`config.mk`:
```
export PLATFORM = sky130hd
export DESIGN_NAME = breakpoint_table_interpolator_top
export DESIGN_NICKNAME = d
export VERILOG_FILES = /design/src/rtl/bti_pkg.sv /design/src/rtl/bti_ctrl.sv /design/src/rtl/bti_dpath.sv /design/src/rtl/breakpoint_table_interpolator_top.sv
export SDC_FILE = /design/constraint.sdc
export NUM_CORES = 2
export LEC_CHECK = 0
export BUFFER_PORTS_ARGS = -buffer_cell sky130_fd_sc_hd__buf_2
export CORE_MARGIN = 4
export CORE_UTILIZATION = 35
export CTS_CLUSTER_SIZE = 12
export DETAILED_ROUTE_END_ITERATION = 10
export PLACE_DENSITY = 0.5
export RECOVER_POWER = 50
export SYNTH_ARGS = -nofsm -noshare
export SYNTH_HDL_FRONTEND = slang
export SYNTH_SLANG_ARGS = --single-unit
```
`constraint.sdc`:
```
create_clock -name clk_i -period 12.4 [get_ports clk_i]
set_clock_uncertainty 0.1 [all_clocks]
set_input_delay 0 -clock clk_i [delete_from_list [all_inputs] [get_ports clk_i]]
set_output_delay 0 -clock clk_i [all_outputs]
set_load 0.02 [all_outputs]
```
`src/rtl/bti_pkg.sv`:
```
// shared types and constants of the breakpoint table interpolator
`default_nettype none

package bti_pkg;

  localparam int TABLE_DEPTH = 16;
  localparam int IDX_W       = $clog2(TABLE_DEPTH);
  localparam int DIV_STEPS   = 33;
  localparam int DIV_CNT_W   = $clog2(DIV_STEPS);

  localparam logic CMD_WRITE = 1'b0;
  localparam logic CMD_QUERY = 1'b1;

  localparam logic [1:0] REGION_INTERIOR = 2'd0;
  localparam logic [1:0] REGION_BELOW    = 2'd1;
  localparam logic [1:0] REGION_ABOVE    = 2'd2;

  typedef enum logic [3:0] {
    ST_IDLE,
    ST_FIRST,
    ST_LAST,
    ST_SCAN,
    ST_LEFT,
    ST_MUL_LO,
    ST_MUL_HI,
    ST_SUM,
    ST_DIV,
    ST_FIN
  } state_e;

  typedef enum logic [2:0] {
    RD_FIRST,
    RD_LAST,
    RD_ONE,
    RD_NEXT,
    RD_PREV
  } rd_sel_e;

  typedef enum logic [2:0] {
    RES_NONE,
    RES_ZERO,
    RES_BELOW,
    RES_ABOVE,
    RES_INTERP
  } res_sel_e;

  typedef struct packed {
    logic     wr_en;
    logic     qry_load;
    rd_sel_e  rd_sel;
    logic     idx_init;
    logic     idx_inc;
    logic     load_right;
    logic     load_left;
    logic     mul_lo;
    logic     mul_hi;
    logic     div_init;
    logic     div_step;
    res_sel_e res_sel;
  } cmd_t;

  typedef struct packed {
    logic qx_le_rd;
    logic qx_ge_rd;
    logic idx_at_last;
  } sts_t;

endpackage

`default_nettype wire

```
`src/rtl/bti_ctrl.sv`:
```
// controller state machine of the breakpoint table interpolator
`default_nettype none

module bti_ctrl (
  input  wire logic          clk_i,
  input  wire logic          rst_ni,
  input  wire logic          start,
  input  wire logic          cmd_i,
  input  wire bti_pkg::sts_t sts_i,
  output bti_pkg::cmd_t      cmd_o,
  output logic               busy
);

  bti_pkg::state_e                 state_q, state_d;
  logic [bti_pkg::DIV_CNT_W-1:0]   cnt_q, cnt_d;

  always_ff @(posedge clk_i or negedge rst_ni) begin
    if (!rst_ni) begin
      state_q <= bti_pkg::ST_IDLE;
      cnt_q   <= '0;
    end else begin
      state_q <= state_d;
      cnt_q   <= cnt_d;
    end
  end

  // next state
  always_comb begin
    state_d = state_q;
    cnt_d   = '0;
    case (state_q)
      bti_pkg::ST_IDLE: begin
        if (start && cmd_i == bti_pkg::CMD_QUERY) state_d = bti_pkg::ST_FIRST;
      end
      bti_pkg::ST_FIRST: begin
        state_d = sts_i.qx_le_rd ? bti_pkg::ST_IDLE : bti_pkg::ST_LAST;
      end
      bti_pkg::ST_LAST: begin
        state_d = sts_i.qx_ge_rd ? bti_pkg::ST_IDLE : bti_pkg::ST_SCAN;
      end
      bti_pkg::ST_SCAN: begin
        if (sts_i.idx_at_last || sts_i.qx_le_rd) state_d = bti_pkg::ST_LEFT;
      end
      bti_pkg::ST_LEFT:   state_d = bti_pkg::ST_MUL_LO;
      bti_pkg::ST_MUL_LO: state_d = bti_pkg::ST_MUL_HI;
      bti_pkg::ST_MUL_HI: state_d = bti_pkg::ST_SUM;
      bti_pkg::ST_SUM:    state_d = bti_pkg::ST_DIV;
      bti_pkg::ST_DIV: begin
        if (cnt_q == bti_pkg::DIV_CNT_W'(bti_pkg::DIV_STEPS - 1)) begin
          state_d = bti_pkg::ST_FIN;
        end else begin
          cnt_d = cnt_q + 1'b1;
        end
      end
      bti_pkg::ST_FIN:    state_d = bti_pkg::ST_IDLE;
      default:            state_d = bti_pkg::ST_IDLE;
    endcase
  end

  // commands
  always_comb begin
    cmd_o        = '0;
    cmd_o.rd_sel  = bti_pkg::RD_FIRST;
    cmd_o.res_sel = bti_pkg::RES_NONE;
    busy          = (state_q != bti_pkg::ST_IDLE);
    case (state_q)
      bti_pkg::ST_IDLE: begin
        if (start) begin
          if (cmd_i == bti_pkg::CMD_QUERY) begin
            cmd_o.qry_load = 1'b1;
            cmd_o.rd_sel   = bti_pkg::RD_FIRST;
          end else begin
            cmd_o.wr_en   = 1'b1;
            cmd_o.res_sel = bti_pkg::RES_ZERO;
          end
        end
      end
      bti_pkg::ST_FIRST: begin
        if (sts_i.qx_le_rd) begin
          cmd_o.res_sel = bti_pkg::RES_BELOW;
        end else begin
          cmd_o.rd_sel = bti_pkg::RD_LAST;
        end
      end
      bti_pkg::ST_LAST: begin
        if (sts_i.qx_ge_rd) begin
          cmd_o.res_sel = bti_pkg::RES_ABOVE;
        end else begin
          cmd_o.idx_init = 1'b1;
          cmd_o.rd_sel   = bti_pkg::RD_ONE;
        end
      end
      bti_pkg::ST_SCAN: begin
        if (sts_i.idx_at_last || sts_i.qx_le_rd) begin
          cmd_o.load_right = 1'b1;
          cmd_o.rd_sel     = bti_pkg::RD_PREV;
        end else begin
          cmd_o.idx_inc = 1'b1;
          cmd_o.rd_sel  = bti_pkg::RD_NEXT;
        end
      end
      bti_pkg::ST_LEFT:   cmd_o.load_left = 1'b1;
      bti_pkg::ST_MUL_LO: cmd_o.mul_lo    = 1'b1;
      bti_pkg::ST_MUL_HI: cmd_o.mul_hi    = 1'b1;
      bti_pkg::ST_SUM:    cmd_o.div_init  = 1'b1;
      bti_pkg::ST_DIV:    cmd_o.div_step  = 1'b1;
      bti_pkg::ST_FIN:    cmd_o.res_sel   = bti_pkg::RES_INTERP;
      default: begin
        cmd_o = '0;
      end
    endcase
  end

endmodule

`default_nettype wire

```
`src/rtl/bti_dpath.sv`:
```
// datapath: breakpoint store, scan compare, split multiplier, serial divider
`default_nettype none

module bti_dpath (
  input  wire logic               clk_i,
  input  wire logic               rst_ni,
  input  wire logic               cfg_we_i,
  input  wire logic [4:0]         cfg_wdata_i,
  input  wire logic [3:0]         entry_index_i,
  input  wire logic signed [31:0] entry_x_i,
  input  wire logic signed [31:0] entry_y_i,
  input  wire logic signed [31:0] query_x_i,
  input  wire bti_pkg::cmd_t      cmd_i,
  output bti_pkg::sts_t           sts_o,
  output logic                    done_o,
  output logic signed [31:0]      y_out_o,
  output logic [1:0]              region_o
);

  localparam int IW = bti_pkg::IDX_W;

  logic [31:0]        mem_x [bti_pkg::TABLE_DEPTH];
  logic [31:0]        mem_y [bti_pkg::TABLE_DEPTH];

  logic [4:0]         used_q;
  logic               done_q;
  logic signed [31:0] rdx_q, rdy_q;
  logic signed [31:0] qx_q, rx_q, ry_q, ly_q;
  logic [IW-1:0]      last_q, idx_q;
  logic [IW-1:0]      raddr, waddr, last_d;
  logic               wr_ok;
  logic               neg_q;
  logic [32:0]        dyabs_q;
  logic [31:0]        dq_q, dx_q;
  logic [48:0]        plo_q, phi_q;
  logic [64:0]        prod;
  logic [31:0]        rem_q;
  logic [32:0]        sh_q;
  logic [32:0]        trial, trial_sub;
  logic [33:0]        interp;
  logic signed [31:0] y_q;
  logic [1:0]         region_q;

  // used count clamped to the table
  always_comb begin
    if (used_q == 5'd0) begin
      last_d = '0;
    end else if ({27'd0, used_q} > 32'(bti_pkg::TABLE_DEPTH)) begin
      last_d = IW'(bti_pkg::TABLE_DEPTH - 1);
    end else begin
      last_d = IW'(used_q - 5'd1);
    end
  end

  always_comb begin
    case (cmd_i.rd_sel)
      bti_pkg::RD_FIRST: raddr = '0;
      bti_pkg::RD_LAST:  raddr = last_q;
      bti_pkg::RD_ONE:   raddr = IW'(1);
      bti_pkg::RD_NEXT:  raddr = idx_q + 1'b1;
      bti_pkg::RD_PREV:  raddr = idx_q - 1'b1;
      default:           raddr = '0;
    endcase
  end

  assign waddr = IW'(entry_index_i);
  assign wr_ok = ({28'd0, entry_index_i} < 32'(bti_pkg::TABLE_DEPTH));

  always_ff @(posedge clk_i) begin
    if (cmd_i.wr_en && wr_ok) begin
      mem_x[waddr] <= entry_x_i;
      mem_y[waddr] <= entry_y_i;
    end
    rdx_q <= mem_x[raddr];
    rdy_q <= mem_y[raddr];
  end

  assign sts_o.qx_le_rd    = (qx_q <= rdx_q);
  assign sts_o.qx_ge_rd    = (qx_q >= rdx_q);
  assign sts_o.idx_at_last = (idx_q == last_q);

  // divider step, partial product sum and interpolated result
  assign trial     = {rem_q, sh_q[32]};
  assign trial_sub = trial - {1'b0, dx_q};
  assign prod      = {16'd0, plo_q} + {phi_q, 16'd0};
  assign interp    = neg_q ? ({{2{ly_q[31]}}, ly_q} - {1'b0, sh_q})
                           : ({{2{ly_q[31]}}, ly_q} + {1'b0, sh_q});

  always_ff @(posedge clk_i) begin
    if (cmd_i.qry_load) begin
      qx_q   <= query_x_i;
      last_q <= last_d;
    end
    if (cmd_i.idx_init) idx_q <= IW'(1);
    else if (cmd_i.idx_inc) idx_q <= idx_q + 1'b1;
    if (cmd_i.load_right) begin
      rx_q <= rdx_q;
      ry_q <= rdy_q;
    end
    if (cmd_i.load_left) begin
      ly_q    <= rdy_q;
      neg_q   <= (ry_q < rdy_q);
      dyabs_q <= (ry_q < rdy_q) ? ({rdy_q[31], rdy_q} - {ry_q[31], ry_q})
                                : ({ry_q[31], ry_q} - {rdy_q[31], rdy_q});
      dq_q    <= 32'(qx_q - rdx_q);
      dx_q    <= 32'(rx_q - rdx_q);
    end
    if (cmd_i.mul_lo) plo_q <= dyabs_q * dq_q[15:0];
    if (cmd_i.mul_hi) phi_q <= dyabs_q * dq_q[31:16];
    if (cmd_i.div_init) begin
      rem_q <= prod[64:33];
      sh_q  <= prod[32:0];
    end else if (cmd_i.div_step) begin
      if (trial >= {1'b0, dx_q}) begin
        rem_q <= trial_sub[31:0];
        sh_q  <= {sh_q[31:0], 1'b1};
      end else begin
        rem_q <= trial[31:0];
        sh_q  <= {sh_q[31:0], 1'b0};
      end
    end
  end

  // result register
  always_ff @(posedge clk_i) begin
    case (cmd_i.res_sel)
      bti_pkg::RES_ZERO: begin
        y_q      <= '0;
        region_q <= bti_pkg::REGION_INTERIOR;
      end
      bti_pkg::RES_BELOW: begin
        y_q      <= rdy_q;
        region_q <= bti_pkg::REGION_BELOW;
      end
      bti_pkg::RES_ABOVE: begin
        y_q      <= rdy_q;
        region_q <= bti_pkg::REGION_ABOVE;
      end
      bti_pkg::RES_INTERP: begin
        y_q      <= interp[31:0];
        region_q <= bti_pkg::REGION_INTERIOR;
      end
      default: begin
        y_q      <= y_q;
        region_q <= region_q;
      end
    endcase
  end

  always_ff @(posedge clk_i or negedge rst_ni) begin
    if (!rst_ni) begin
      used_q <= 5'd1;
      done_q <= 1'b0;
    end else begin
      if (cfg_we_i) used_q <= cfg_wdata_i;
      done_q <= (cmd_i.res_sel != bti_pkg::RES_NONE);
    end
  end

  assign done_o   = done_q;
  assign y_out_o  = y_q;
  assign region_o = region_q;

endmodule

`default_nettype wire

```
`src/rtl/breakpoint_table_interpolator_top.sv`:
```
// top level of the breakpoint table interpolator
//
//  channel   | ports                                             | transfer when
//  ----------+---------------------------------------------------+------------------
//  command   | cmd_i entry_index_i entry_x_i entry_y_i query_x_i | start && !busy
//  result    | y_out_o region_o                                  | done_o
//  config    | cfg_wdata_i (entries_used)                        | cfg_we_i
//
//  a write item gives its result in the cycle after the transfer and leaves busy low
//  a query at or below the first x is clamped below, at or above the last x clamped above
//  an interior query scans from entry 1 up to at most depth-1 and then uses:
//  one table read per scan step, two 33x16 partial products, 33 divider steps
//  reset clears the controller, the result strobe and entries_used to 1
//  results cannot be stalled; done_o is high for exactly one cycle per item
`default_nettype none

module breakpoint_table_interpolator_top (
  input  wire logic               clk_i,
  input  wire logic               rst_ni,
  input  wire logic               start,
  output logic                    busy,
  input  wire logic               cmd_i,
  input  wire logic [3:0]         entry_index_i,
  input  wire logic signed [31:0] entry_x_i,
  input  wire logic signed [31:0] entry_y_i,
  input  wire logic signed [31:0] query_x_i,
  input  wire logic               cfg_we_i,
  input  wire logic [4:0]         cfg_wdata_i,
  output logic                    done_o,
  output logic signed [31:0]      y_out_o,
  output logic [1:0]              region_o
);

  bti_pkg::cmd_t ctl_cmd;
  bti_pkg::sts_t dp_sts;

  bti_ctrl u_ctrl (
    .clk_i  (clk_i),
    .rst_ni (rst_ni),
    .start  (start),
    .cmd_i  (cmd_i),
    .sts_i  (dp_sts),
    .cmd_o  (ctl_cmd),
    .busy   (busy)
  );

  bti_dpath u_dpath (
    .clk_i         (clk_i),
    .rst_ni        (rst_ni),
    .cfg_we_i      (cfg_we_i),
    .cfg_wdata_i   (cfg_wdata_i),
    .entry_index_i (entry_index_i),
    .entry_x_i     (entry_x_i),
    .entry_y_i     (entry_y_i),
    .query_x_i     (query_x_i),
    .cmd_i         (ctl_cmd),
    .sts_o         (dp_sts),
    .done_o        (done_o),
    .y_out_o       (y_out_o),
    .region_o      (region_o)
  );

endmodule

`default_nettype wire
```
==> flow_summary_export.csv <==
group,metric,value,unit
logic_synthesis,synth_top_family_by_area,"adder cells",
cells_and_area,syn_to_final_growth,12.01,%
clock_tree,clk_pin_slew_worst_paths,60,ps
timing,slew_headroom,-1.847,
global_routing,grt_max_degree,166,
worst_setup_path,critPathMaxFanout,20,
placed_design,gp_congestion,0.8662,
logic_synthesis,syn_nets,10413,
timing,hold_viol,0,
route,wirelength,286.5,mm
clock_tree,htreeDepth,4,
logic_synthesis,async_flop_share,0.01042,
cells_and_area,mostFrequentLayoutCell,"edfxtp_1",
job,maxCapViolations,8,
logic_synthesis,ys_warn_count,0,
cells_and_area,final_cell_mix,"1,451 x edfxtp_1, 1,253 x nand2_1, 1,141 x inv_1",
logic_synthesis,synth-xor-area-share,0.02585,
route,first_pass_iters,6,
clock_tree,clk_root_buffer_cell,"clkbuf_16",
global_routing,grt_pass1_wl,440.2,mm
clock_tree,postCtsHoldBufs,199,
timing,rsz0062_at_grt,"no",
floorplan,core_area,0.2886,mm2
route,antenna_left,0,
worst_setup_path,cp-start-kind,"flip-flop",
worst_setup_path,worstPathCellList,"clkbuf_1, nand2_1, fa_1, fa_1, inv_1, fa_1, fa_1, fa_1, inv_1, fa_1, inv_1, ha_1, nand3_1, nor2_1, o2111ai_1, a211oi_1, buf_4, a311oi_1, o21ai_0, a21oi_1, o21ai_0, a41o_1, a21oi_1, xnor2_1",
floorplan,start_util,0.3522,
worst_setup_path,required,12820,ps
route,vias,67231,
logic_synthesis,synth-compound-area-share,0.09254,
floorplan,io_pins,146,
logic_synthesis,synth-edff-count,1451,
clock_tree,cts_max_path_buffers,4,
worst_setup_path,cp-end-kind,"flip-flop",
clock_tree,clock-sinks,1535,
logic_synthesis,ys_types,80,
timing,setup_viol,0,
floorplan,rows,197,
clock_tree,cts_tree,"done",
logic_synthesis,synth_mux_area_frac,0.03517,
logic_synthesis,postSynthAreaPerCell,11.34,um2
min_path,hp-class,"in2reg",
timing,period_share,0.7117,
logic_synthesis,synthCells,8961,
timing,fmax,113.3,MHz
global_routing,gr-total-overflow,0,
worst_setup_path,cp_slowest_stage_delay,1010,ps
global_routing,grt_usage,0.1899,
run_status,status,"finished with violations",
route,wl_per_cell,21.71,um
floorplan,die_h,546.9,um
global_routing,antenna_found_initial,42,
worst_setup_path,crit_top_cell,"fa_1",
cells_and_area,final_nets,10632,
floorplan,die_area,0.2991,mm2
logic_synthesis,yosys.area_share.adder,0.2295,
worst_setup_path,cpMaxStageDelayCell,"clkbuf_1",
global_routing,grt_pass1_vias,70691,
logic_synthesis,synth_simple_gate_area_frac,0.1113,
run_status,violations,"capacitance limit, slew limit",
clock_tree,numCtsBuffers,171,
clock_tree,clkLatencyLatePin,820,ps
cells_and_area,final_layout_size_suffix_gt1_frac,0.05239,
timing,period_needed,8825,ps
logic_synthesis,netlist_area,0.1017,mm2
worst_setup_path,rrSetupSlack,3570,ps
clock_tree,ctsResizeCount,0,
placed_design,hpwl,192.4,mm
worst_setup_path,crit_type,"reg2reg",
route,drc,0,
timing,slew_viol_final,424,
placed_design,io_buffers,145,
logic_synthesis,yosysSeqAreaShare,0.4459,
timing,tightestPinTransition,4270,ps
route,drt_iter0_markers,4954,
logic_synthesis,synthFlopType,"edfxtp_1",
timing,finalSetupTns,0,ps
worst_setup_path,arrival,9250,ps
clock_tree,post_cts_buffers,0,
floorplan,die_x,546.9,um
logic_synthesis,ys_seq_elements,1535,
route,via_per_inst,5.096,
-- worst max-delay path, delay by kind of cell (launching register included) --
family,cells,cell delay [ps]
xor gates and xnor gates,1,130
and+or+nand+nor,3,550
AOI/OAI and AO/OA,8,2380
adders and majority gates,7,3320
buffers and inverters,5,1370
DFF,1,670
-- sequential cells by signal, summed over array words and instances (netlist names), 33 cells and up --
| name | cells |
|---|---|
| u_dpath.dyabs_q | 33 |
| u_dpath.mem_y | 512 |
| u_dpath.sh_q | 33 |
| u_dpath.phi_q | 49 |
| u_dpath.mem_x | 512 |
| u_dpath.plo_q | 49 |
-- metrics by stage --
step	cells	worst slack [ps]	utilization	hold slack (ps)	cell area (um2)
global placement	12688	4134	0.3699	-58.93	106800
finish	13193	3575	0.3945	206.5	113900
floorplan	8961	1947	-	-395.6	101700
detailed placement	12688	4032	0.3699	-50.59	106800
CTS	13175	3954	0.3949	2.817	114000
global route	13180	3231	0.3944	201.3	113800
-- final timing paths --
path / cells past startpoint / start / end
max reg2reg: 24 / u_dpath.dyabs_q[0] / u_dpath.phi_q[46]
min: 2 / entry_y_i[27] / u_dpath.mem_y[10][27]
max: 24 / u_dpath.dyabs_q[0] / u_dpath.phi_q[46]
max in group asynchronous: 4 / rst_ni / u_ctrl.state_q[2]
min reg2reg: 0 / u_dpath.rdx_q[22] / u_dpath.rx_q[22]
min in group asynchronous: 3 / rst_ni / u_dpath.used_q[0]
-- per-layer routing --
layer | global-route usage | up-vias | wire [um]
met4 | 0.04668 | 18 | 7173
li1 | - | 30904 | -
met5 | 0 | - | 115
met1 | 0.2598 | 34366 | 128700
met2 | 0.3215 | 1547 | 137600
met3 | 0.02241 | 396 | 12870
-- Yosys cell counts (68+ instances only) --
library cell	instances	share of area
dfxtp_1	68	0.013
xnor2_1	203	0.017
fa_1	871	0.17
a21oi_1	437	0.022
a22oi_1	130	0.0096
a21o_1	147	0.011
inv_1	1141	0.042
nor2_1	251	0.0093
nand2_1	1255	0.046
o21ai_0	192	0.0095
xor2_1	97	0.0084
nand3_1	191	0.0094
mux2i_1	346	0.034
ha_1	471	0.058
and2_1	457	0.028
clkbuf_1	350	0.013
edfxtp_1	1451	0.43
-- logic make-up (layout without fill, tap and decap cells) --
group	count (synthesis)	after routing
and+or+nand+nor	2451	2451
buffers and inverters	1576	1910
DFF	1535	1535
AOI/OAI and AO/OA	1401	1401
adders and majority gates	1342	1342
muxes	356	356
xor gates and xnor gates	300	300
other	0	18
-- final cells by class --
| cell class | instances | area, um2 |
|---|---|---|
| fill | 27826 | 174800 |
| timing repair buffer | 481 | 3654 |
| multi-input combinational | 5850 | 50480 |
| sequential | 1535 | 45330 |
| tap | 3880 | 4855 |
| clock buffer | 248 | 4846 |
| antenna | 18 | 45.04 |
| clock inverter | 40 | 372.9 |
| inverter | 1141 | 4283 |
Power is not shown: default switching activity piles up to over one toggle a cycle in this logic, so the estimate is an artifact.
